===== src/rtl/slrd_pkg.sv =====
// Shared types, constants and a calendar function for the shelf life block.
package slrd_pkg;

	localparam int YEAR_W     = 14;
	localparam int DAYS_W     = 22;
	localparam int REM_W      = 23;
	localparam int ACC_W      = 23;
	localparam int DELTA_W    = 11;
	localparam int YEAR_LIMIT = 9999;

	// Configuration register indexes
	localparam logic [1:0] REG_TODAY_DAY   = 2'd0;
	localparam logic [1:0] REG_TODAY_MONTH = 2'd1;
	localparam logic [1:0] REG_TODAY_YEAR  = 2'd2;

	localparam logic [3:0] MONTH_FEB = 4'd2;
	localparam logic [3:0] MONTH_APR = 4'd4;
	localparam logic [3:0] MONTH_JUN = 4'd6;
	localparam logic [3:0] MONTH_SEP = 4'd9;
	localparam logic [3:0] MONTH_NOV = 4'd11;
	localparam logic [3:0] MONTH_DEC = 4'd12;

	localparam logic [DELTA_W-1:0] DAYS_LEAP_YEAR  = DELTA_W'(366);
	localparam logic [DELTA_W-1:0] DAYS_PLAIN_YEAR = DELTA_W'(365);

	// Control of the shared accumulator
	typedef struct packed {
		logic                      clear;
		logic                      add;
		logic signed [DELTA_W-1:0] delta;
	} acc_ctl_t;

	// Control of the leap-year tracker
	typedef struct packed {
		logic clear;
		logic advance;
	} leap_ctl_t;

	// Length of month m in a year whose leap flag is lp
	function automatic logic [4:0] month_len(input logic [3:0] m, input logic lp);
		logic [4:0] len;
		len = 5'd31;
		if (m == MONTH_FEB) begin
			len = lp ? 5'd29 : 5'd28;
		end else if (m == MONTH_APR || m == MONTH_JUN || m == MONTH_SEP ||
				m == MONTH_NOV) begin
			len = 5'd30;
		end
		return len;
	endfunction

endpackage


===== src/rtl/slrd_leap_track.sv =====
// Leap-year tracker: modulo 4, 100 and 400 counters that follow the year walk.
module slrd_leap_track (
	input  logic                clk,
	input  logic                arst_n,
	input  slrd_pkg::leap_ctl_t ctl,
	output logic                leap
);

	logic [1:0] mod4_q;
	logic [6:0] mod100_q;
	logic [8:0] mod400_q;

	// Advance the counters one year at a time, wrapping at each modulus
	always_ff @(posedge clk or negedge arst_n) begin
		if (!arst_n) begin
			mod4_q   <= '0;
			mod100_q <= '0;
			mod400_q <= '0;
		end else if (ctl.clear) begin
			mod4_q   <= '0;
			mod100_q <= '0;
			mod400_q <= '0;
		end else if (ctl.advance) begin
			mod4_q   <= mod4_q + 2'd1;
			mod100_q <= (mod100_q == 7'd99) ? 7'd0 : mod100_q + 7'd1;
			mod400_q <= (mod400_q == 9'd399) ? 9'd0 : mod400_q + 9'd1;
		end
	end

	// Divisible by 4 and not by 100, or divisible by 400
	assign leap = ((mod4_q == 2'd0) && (mod100_q != 7'd0)) || (mod400_q == 9'd0);

endmodule


===== src/rtl/slrd_accum.sv =====
// Shared day accumulator: one signed adder reused by every walk step.
module slrd_accum (
	input  logic                                clk,
	input  logic                                arst_n,
	input  slrd_pkg::acc_ctl_t                  ctl,
	output logic signed [slrd_pkg::ACC_W-1:0]   total
);

	logic signed [slrd_pkg::ACC_W-1:0] total_q;

	// Clear at the start of a request, add one step's delta otherwise
	always_ff @(posedge clk or negedge arst_n) begin
		if (!arst_n) begin
			total_q <= '0;
		end else if (ctl.clear) begin
			total_q <= '0;
		end else if (ctl.add) begin
			total_q <= total_q + slrd_pkg::ACC_W'(ctl.delta);
		end
	end

	assign total = total_q;

endmodule


===== src/rtl/shelf_life_remaining_days.sv =====
// Top level: date check, year walk and month correction sequencer.
//
// Usage: write today's date through wr_en / wr_index / wr_data (day, month,
// year at indexes 0, 1, 2) while the block is idle. Pulse start with busy
// low to issue a request carrying arrival_day, arrival_month, arrival_year
// and shelf_life; the fields are captured on that edge. busy stays high
// until the result is ready. The result shows on date_ok, days_elapsed and
// remaining_days for exactly one cycle with done high; the receiver takes it
// on that cycle and cannot stall. busy is low during the done cycle, so a
// new request may be issued there.
// Sequence: a request whose year is out of range or after today's year goes
// straight to the reject state. Otherwise the year walk runs from year 0 up to
// today's year, one year per cycle through the single shared accumulator,
// followed by a check state; a date that fails the month and day check, or
// lies later in today's year, is rejected there. A date that passes goes on
// to 11 month steps, a day step and the emit state. The year walk dominates
// the run time.
// Reset: today's date becomes 2000-01-01 and the sequencer goes idle.
module shelf_life_remaining_days (
	input  logic                                 clk,
	input  logic                                 arst_n,
	input  logic                                 wr_en,
	input  logic [1:0]                           wr_index,
	input  logic [slrd_pkg::YEAR_W-1:0]          wr_data,
	input  logic                                 start,
	output logic                                 busy,
	input  logic [6:0]                           arrival_day,
	input  logic [6:0]                           arrival_month,
	input  logic [slrd_pkg::YEAR_W-1:0]          arrival_year,
	input  logic [15:0]                          shelf_life,
	output logic                                 done,
	output logic                                 date_ok,
	output logic [slrd_pkg::DAYS_W-1:0]          days_elapsed,
	output logic signed [slrd_pkg::REM_W-1:0]    remaining_days
);

	typedef enum logic [2:0] {
		ST_IDLE,
		ST_YEARS,
		ST_CHECK,
		ST_MONTHS,
		ST_DAYS,
		ST_EMIT,
		ST_REJECT
	} state_t;

	state_t state_q;

	logic [4:0]                  today_day_q;
	logic [3:0]                  today_month_q;
	logic [slrd_pkg::YEAR_W-1:0] today_year_q;

	logic [6:0]                  arr_day_q;
	logic [6:0]                  arr_month_q;
	logic [slrd_pkg::YEAR_W-1:0] arr_year_q;
	logic [15:0]                 shelf_q;
	logic [slrd_pkg::YEAR_W-1:0] cursor_q;
	logic [3:0]                  month_q;
	logic                        leap_arr_q;
	logic                        leap_today_q;

	logic                                done_q;
	logic                                ok_q;
	logic [slrd_pkg::DAYS_W-1:0]         days_q;
	logic signed [slrd_pkg::REM_W-1:0]   rem_q;

	slrd_pkg::acc_ctl_t                  acc_ctl;
	slrd_pkg::leap_ctl_t                 leap_ctl;
	logic                                leap_now;
	logic signed [slrd_pkg::ACC_W-1:0]   total;

	logic                        accept;
	logic                        year_bad;
	logic                        arr_real;
	logic                        today_real;
	logic                        order_bad;
	logic [4:0]                  len_today;
	logic [4:0]                  len_arr;
	logic [5:0]                  step_today;
	logic [5:0]                  step_arr;
	logic [slrd_pkg::DAYS_W-1:0] days_final;

	assign accept = start && (state_q == ST_IDLE);
	assign busy   = (state_q != ST_IDLE);

	// Hold today's date; writes beyond the register list are dropped
	always_ff @(posedge clk or negedge arst_n) begin
		if (!arst_n) begin
			today_day_q   <= 5'd1;
			today_month_q <= 4'd1;
			today_year_q  <= slrd_pkg::YEAR_W'(2000);
		end else if (wr_en) begin
			unique case (wr_index)
				slrd_pkg::REG_TODAY_DAY:   today_day_q   <= wr_data[4:0];
				slrd_pkg::REG_TODAY_MONTH: today_month_q <= wr_data[3:0];
				slrd_pkg::REG_TODAY_YEAR:  today_year_q  <= wr_data;
				default: ;
			endcase
		end
	end

	// Reject out-of-range years and arrivals in a later year at once
	assign year_bad = (today_year_q > slrd_pkg::YEAR_W'(slrd_pkg::YEAR_LIMIT)) ||
			(arrival_year > slrd_pkg::YEAR_W'(slrd_pkg::YEAR_LIMIT)) ||
			(arrival_year > today_year_q);

	// Check both dates against their month lengths once leap flags are known
	assign arr_real = (arr_month_q >= 7'd1) && (arr_month_q <= 7'd12) &&
			(arr_day_q >= 7'd1) &&
			(arr_day_q <= {2'b00, slrd_pkg::month_len(arr_month_q[3:0], leap_arr_q)});
	assign today_real = (today_month_q >= 4'd1) && (today_month_q <= slrd_pkg::MONTH_DEC) &&
			(today_day_q >= 5'd1) &&
			(today_day_q <= slrd_pkg::month_len(today_month_q, leap_today_q));
	assign order_bad = (arr_year_q == today_year_q) &&
			((arr_month_q > {3'b000, today_month_q}) ||
			((arr_month_q == {3'b000, today_month_q}) &&
			(arr_day_q > {2'b00, today_day_q})));

	// Month step: days of this month before today minus those before arrival
	assign len_today  = slrd_pkg::month_len(month_q, leap_today_q);
	assign len_arr    = slrd_pkg::month_len(month_q, leap_arr_q);
	assign step_today = (month_q < today_month_q) ? {1'b0, len_today} : 6'd0;
	assign step_arr   = ({3'b000, month_q} < arr_month_q) ? {1'b0, len_arr} : 6'd0;

	// Drive the shared accumulator and the leap tracker
	always_comb begin
		acc_ctl.clear    = accept;
		acc_ctl.add      = 1'b0;
		acc_ctl.delta    = '0;
		leap_ctl.clear   = accept;
		leap_ctl.advance = 1'b0;
		case (state_q)
			ST_YEARS: begin
				if (cursor_q != today_year_q) begin
					leap_ctl.advance = 1'b1;
					if (cursor_q >= arr_year_q) begin
						acc_ctl.add   = 1'b1;
						acc_ctl.delta = leap_now ? slrd_pkg::DAYS_LEAP_YEAR :
								slrd_pkg::DAYS_PLAIN_YEAR;
					end
				end
			end
			ST_MONTHS: begin
				acc_ctl.add   = 1'b1;
				acc_ctl.delta = slrd_pkg::DELTA_W'(step_today) -
						slrd_pkg::DELTA_W'(step_arr);
			end
			ST_DAYS: begin
				acc_ctl.add   = 1'b1;
				acc_ctl.delta = slrd_pkg::DELTA_W'(today_day_q) -
						slrd_pkg::DELTA_W'(arr_day_q);
			end
			default: ;
		endcase
	end

	slrd_leap_track u_leap (
		.clk    (clk),
		.arst_n (arst_n),
		.ctl    (leap_ctl),
		.leap   (leap_now)
	);

	slrd_accum u_accum (
		.clk    (clk),
		.arst_n (arst_n),
		.ctl    (acc_ctl),
		.total  (total)
	);

	// The walk never leaves a negative total for a date not after today
	assign days_final = total[slrd_pkg::DAYS_W-1:0];

	// Sequence one request and register the result
	always_ff @(posedge clk or negedge arst_n) begin
		if (!arst_n) begin
			state_q      <= ST_IDLE;
			done_q       <= 1'b0;
			ok_q         <= 1'b0;
			days_q       <= '0;
			rem_q        <= '0;
			arr_day_q    <= '0;
			arr_month_q  <= '0;
			arr_year_q   <= '0;
			shelf_q      <= '0;
			cursor_q     <= '0;
			month_q      <= '0;
			leap_arr_q   <= 1'b0;
			leap_today_q <= 1'b0;
		end else begin
			done_q <= 1'b0;
			unique case (state_q)
				ST_IDLE: begin
					if (start) begin
						arr_day_q   <= arrival_day;
						arr_month_q <= arrival_month;
						arr_year_q  <= arrival_year;
						shelf_q     <= shelf_life;
						cursor_q    <= '0;
						state_q     <= year_bad ? ST_REJECT : ST_YEARS;
					end
				end
				ST_YEARS: begin
					if (cursor_q == arr_year_q) begin
						leap_arr_q <= leap_now;
					end
					if (cursor_q == today_year_q) begin
						leap_today_q <= leap_now;
						state_q      <= ST_CHECK;
					end else begin
						cursor_q <= cursor_q + 1'b1;
					end
				end
				ST_CHECK: begin
					month_q <= 4'd1;
					if (arr_real && today_real && !order_bad) begin
						state_q <= ST_MONTHS;
					end else begin
						state_q <= ST_REJECT;
					end
				end
				ST_MONTHS: begin
					if (month_q == slrd_pkg::MONTH_NOV) begin
						state_q <= ST_DAYS;
					end else begin
						month_q <= month_q + 4'd1;
					end
				end
				ST_DAYS: begin
					state_q <= ST_EMIT;
				end
				ST_EMIT: begin
					done_q  <= 1'b1;
					ok_q    <= 1'b1;
					days_q  <= days_final;
					rem_q   <= $signed({7'b0, shelf_q}) - $signed({1'b0, days_final});
					state_q <= ST_IDLE;
				end
				ST_REJECT: begin
					done_q  <= 1'b1;
					ok_q    <= 1'b0;
					days_q  <= '0;
					rem_q   <= '0;
					state_q <= ST_IDLE;
				end
				default: state_q <= ST_IDLE;
			endcase
		end
	end

	assign done           = done_q;
	assign date_ok        = ok_q;
	assign days_elapsed   = days_q;
	assign remaining_days = rem_q;

endmodule


===== config.mk =====
export PLATFORM = sky130hd
export DESIGN_NAME = shelf_life_remaining_days
export DESIGN_NICKNAME = d
export VERILOG_FILES = /design/src/rtl/slrd_pkg.sv /design/src/rtl/slrd_leap_track.sv /design/src/rtl/slrd_accum.sv /design/src/rtl/shelf_life_remaining_days.sv
export SDC_FILE = /design/constraint.sdc
export NUM_CORES = 1
export LEC_CHECK = 0
export BUFFER_PORTS_ARGS = -buffer_cell sky130_fd_sc_hd__buf_2
export CAP_MARGIN = 0
export CORE_MARGIN = 2
export CORE_UTILIZATION = 30
export DETAILED_ROUTE_END_ITERATION = 10
export SETUP_SLACK_MARGIN = 0.4
export SYNTH_ARGS = -nofsm -noshare
export SYNTH_HDL_FRONTEND = slang
export SYNTH_SLANG_ARGS = --single-unit

===== constraint.sdc =====
create_clock -name clk -period 6.2 [get_ports clk]
set_input_delay 0.31 -clock clk [delete_from_list [all_inputs] [get_ports clk]]
set_output_delay 0.31 -clock clk [all_outputs]
set_load 0.05 [all_outputs]

==> metrics.yaml <==
drv_cap: 0
timing.rr.start: "arr_month_q[1]$_DFFE_PN0P_"
min_path_cells: 3
max_slew_margin_pct: 25.6
critPathMaxFanout: 14
dieArea_um2: 38900
run_status: "completed"
clk_pin_slew_worst_paths_ns: 0.07
p_leak_nw: 6.06
crit_path_frequent_cell: "inv_1"
setup_viol: 0
drive_gt1_share_pct: 14.2
crit_buf_inv: 4
synth_enable_flop_cells: 0
whs_endpoint: "shelf_q[11]$_DFFE_PN0P_"
netlist_instances: 1261
fin_hold_ws_ns: 0.0526
hpwl_mm: 22.8
hp-start: "shelf_life[11]"
synthAdderAreaFrac_pct: 11.8
grt-ovfl-total: 0
postCtsSetupBuffers: 0
grt_first_pass_wirelength_mm: 48.3
reg2reg_depth: 24
synthFlopType: "dfrtp_1"
clkLatencyLatePin_ns: 0.44
crit_family: "compound AO/OA/AOI/OAI gates"
period_needed_ns: 5.24
cts_buffers: 17
startpoint: "arr_month_q[1]$_DFFE_PN0P_"
rrSetupSlack_ns: 0.96
peakVddDrop_v: 0.000252
r2r_end: "u_accum.total[19]$_DFFE_PN0P_"
regArea_um2: 4440
ctsResizeCount: 0
coreArea_um2: 36700
globalRouteTotalUtil_pct: 15.7
ys_types: 65
synth-compound-area-share_pct: 17.2
ys_seq_area_share_pct: 39.6
first_global_vias: 8977
cts_root_buf: "clkbuf_16"
rows: 70
grt_max_degree: 73
clock_sinks: 177
syn-cell-area_um2: 11200
ctsHoldBuffers: 1
cp.required_ns: 6.57
die_h_um: 197
fin_util_pct: 34.9
drc: 0
worstSetupPathDepth: 24
ys_ff_latch: 177
via_count: 9359
multi_input_area_um2: 6220
synthSimpleGateAreaFrac_pct: 17.7
antenna_found_initial: 1
synthMuxAreaShare_pct: 3.04
tns_ns: 0
nFillCells: 3763
synthArstFlopShare_pct: 100
powerDensity_nw_per_um2: 523
place.gp.congestion: 0.872
cp_slowest_stage_delay_ns: 0.54
wl_per_cell_um: 16.4
htree_levels: 4
io_pins: 112
tightest_slew_ns: 1.12
via_per_inst: 5.09
start_util_pct: 30.5
criticalPathCategory: "reg2reg"
syn_to_final_growth_pct: 14.4
routed_wl_mm: 30.1
cts_tree: "built"
slowest_stage: "or4_1"
final_max_slew_viol_count: 0
final.period_utilization_pct: 84.4
firstDrtPassIters: 5
die_w_um: 197
synth_nets: 1428
clock.fmax_mhz: 191
clock_skew_ns: 0.00874
synth_warnings: 0
start_kind: "flop"
path_cells: "inv_1, ha_1, a21boi_0, o21ai_0, nand2b_1, a21oi_1, nor2b_1, a21oi_1, inv_1, ha_1, inv_1, nor3b_1, nor3_1, a21oi_1, inv_1, ha_1, or4_1, nor2_1, o211ai_1, o211ai_2, o21ai_1, a2111oi_2, o21ai_0, a31oi_1"
drt-initial-drc-count: 525
hold_violations: 0
endpoint_kind: "flop"
syn_avg_cell_area_um2: 8.88
arrival_ns: 5.60
hp-class: "in2reg"
nNetsFinal: 1524
ctsLongestPathBuffers: 2
postRouteAntennaNets: 0
synth-xor-area-share_pct: 5.79
synth_top_family_by_area: "simple AND/OR/NAND/NOR gates"
io_buffers: 111
rsz0062_at_grt: "no"
-- synth_stat cells (all sizes together), types with 14 or more instances --
cell type,count,area (um^2)
nand2,177,664
dfrtp,169,4230
o21ai,139,699
inv,99,372
ha,98,1230
nor2,61,229
nand3,57,285
a21oi,51,255
xnor2,47,412
clkbuf,33,124
xor2,27,236
mux2,24,270
nor3,22,121
and3,18,113
nand4,17,106
a211oi,15,113
o211ai,15,123
o31ai,14,105
-- logic make-up (layout without fill, tap and decap cells) --
family	Yosys count	after routing
multiplexers	31	31
AND/OR/NAND/NOR	422	422
buffers and inverters	142	251
XOR/XNOR	74	74
other	0	1
adder cells (fa/ha/maj)	103	103
AO/OA/AOI/OAI	312	312
flip-flops	177	177
-- cell type report --
type	count	share of cell area, %
tap	468	4.57
timing repair buffer	120	4.93
sequential	177	34.7
multi-input combinational	942	48.6
clock inverter	12	0.762
clock buffer	20	3.57
antenna	1	0.0195
inverter	99	2.90
-- cell usage in the layout (no fill, tap or decap), types with 7 or more instances in the layout --
| master | count |
|---|---|
| nand4_1 | 17 |
| o21ai_0 | 135 |
| or3_1 | 12 |
| and3_1 | 18 |
| dfstp_2 | 8 |
| o21a_1 | 13 |
| dfrtp_1 | 169 |
| xnor2_1 | 47 |
| nor3_1 | 21 |
| mux2i_1 | 7 |
| nor2b_1 | 13 |
| nor2_1 | 60 |
| a211oi_1 | 15 |
| ha_1 | 98 |
| buf_4 | 8 |
| nand2b_1 | 13 |
| mux2_2 | 24 |
| nand2_1 | 177 |
| o31ai_1 | 14 |
| a31oi_1 | 10 |
| buf_2 | 110 |
| inv_1 | 99 |
| xor2_1 | 27 |
| a21oi_1 | 51 |
| a22o_1 | 9 |
| clkbuf_16 | 17 |
| nand3_1 | 57 |
| a21o_1 | 13 |
| o211ai_1 | 13 |
| nor4_1 | 10 |
-- per-layer routing --
layer / GRT usage (%) / routed length, um / up-vias
met5: 0 / 0 / -
met2: 25.3 / 13800 / 222
met1: 21.7 / 14500 / 4470
li1: - / - / 4637
met4: 4.48 / 527 / 0
met3: 2.83 / 1370 / 30
-- state kept, by name (all words and copies together) (netlist names), 2 cells and up --
| name | count |
|---|---|
| u_leap.mod100_q | 7 |
| today_year_q | 14 |
| arr_year_q | 14 |
| state_q | 3 |
| u_accum.total | 22 |
| month_q | 4 |
| arr_month_q | 7 |
| shelf_q | 16 |
| days_elapsed | 22 |
| remaining_days | 23 |
| cursor_q | 14 |
| today_day_q | 5 |
| u_leap.mod400_q | 9 |
| u_leap.mod4_q | 2 |
| arr_day_q | 7 |
| today_month_q | 4 |
-- worst reg2reg max path: stages, from the launching register on --
cell       delay, ns
dfrtp_1         0.40
inv_1           0.11
ha_1            0.29
a21boi_0        0.12
o21ai_0         0.15
nand2b_1        0.07
a21oi_1         0.16
nor2b_1         0.12
a21oi_1         0.23
inv_1           0.08
ha_1            0.29
inv_1           0.05
nor3b_1         0.24
nor3_1          0.10
a21oi_1         0.22
inv_1           0.31
ha_1            0.38
or4_1           0.54
nor2_1          0.10
o211ai_1        0.12
o211ai_2        0.21
o21ai_1         0.14
a2111oi_2       0.43
o21ai_0         0.14
a31oi_1         0.16
-- how the worst max path moves through the flow --
stage,to
6_report,u_accum.total[19]$_DFFE_PN0P_
5_1_grt,u_accum.total[19]$_DFFE_PN0P_
4_1_cts,u_accum.total[19]$_DFFE_PN0P_
3_5_place_dp,u_accum.total[19]$_DFFE_PN0P_
3_3_place_gp,u_accum.total[19]$_DFFE_PN0P_
2_1_floorplan,u_accum.total[19]$_DFFE_PN0P_
-- where the power goes --
group	internal (W)	switching [W]	total [W]
combinational	0.00133	0.00235	0.00368
clock	0.000543	0.000503	0.00105
sequential	0.00156	0.000411	0.00197
-- stage by stage --
| step | power, W | cell area [um^2] | setup slack, ns | instances |
|---|---|---|---|---|
| finish | 0.00670 | 12800 | 0.965 | 1839 |
| global route | 0.00727 | 12800 | 0.476 | 1838 |
| CTS | 0.00674 | 12800 | 0.973 | 1838 |
| detailed placement | 0.00566 | 12200 | 1.02 | 1805 |
| global placement | 0.00559 | 12200 | 1.20 | 1805 |
| floorplan | 0.00470 | 11200 | 1.62 | 1261 |
Power figures use the tool's default switching activity.
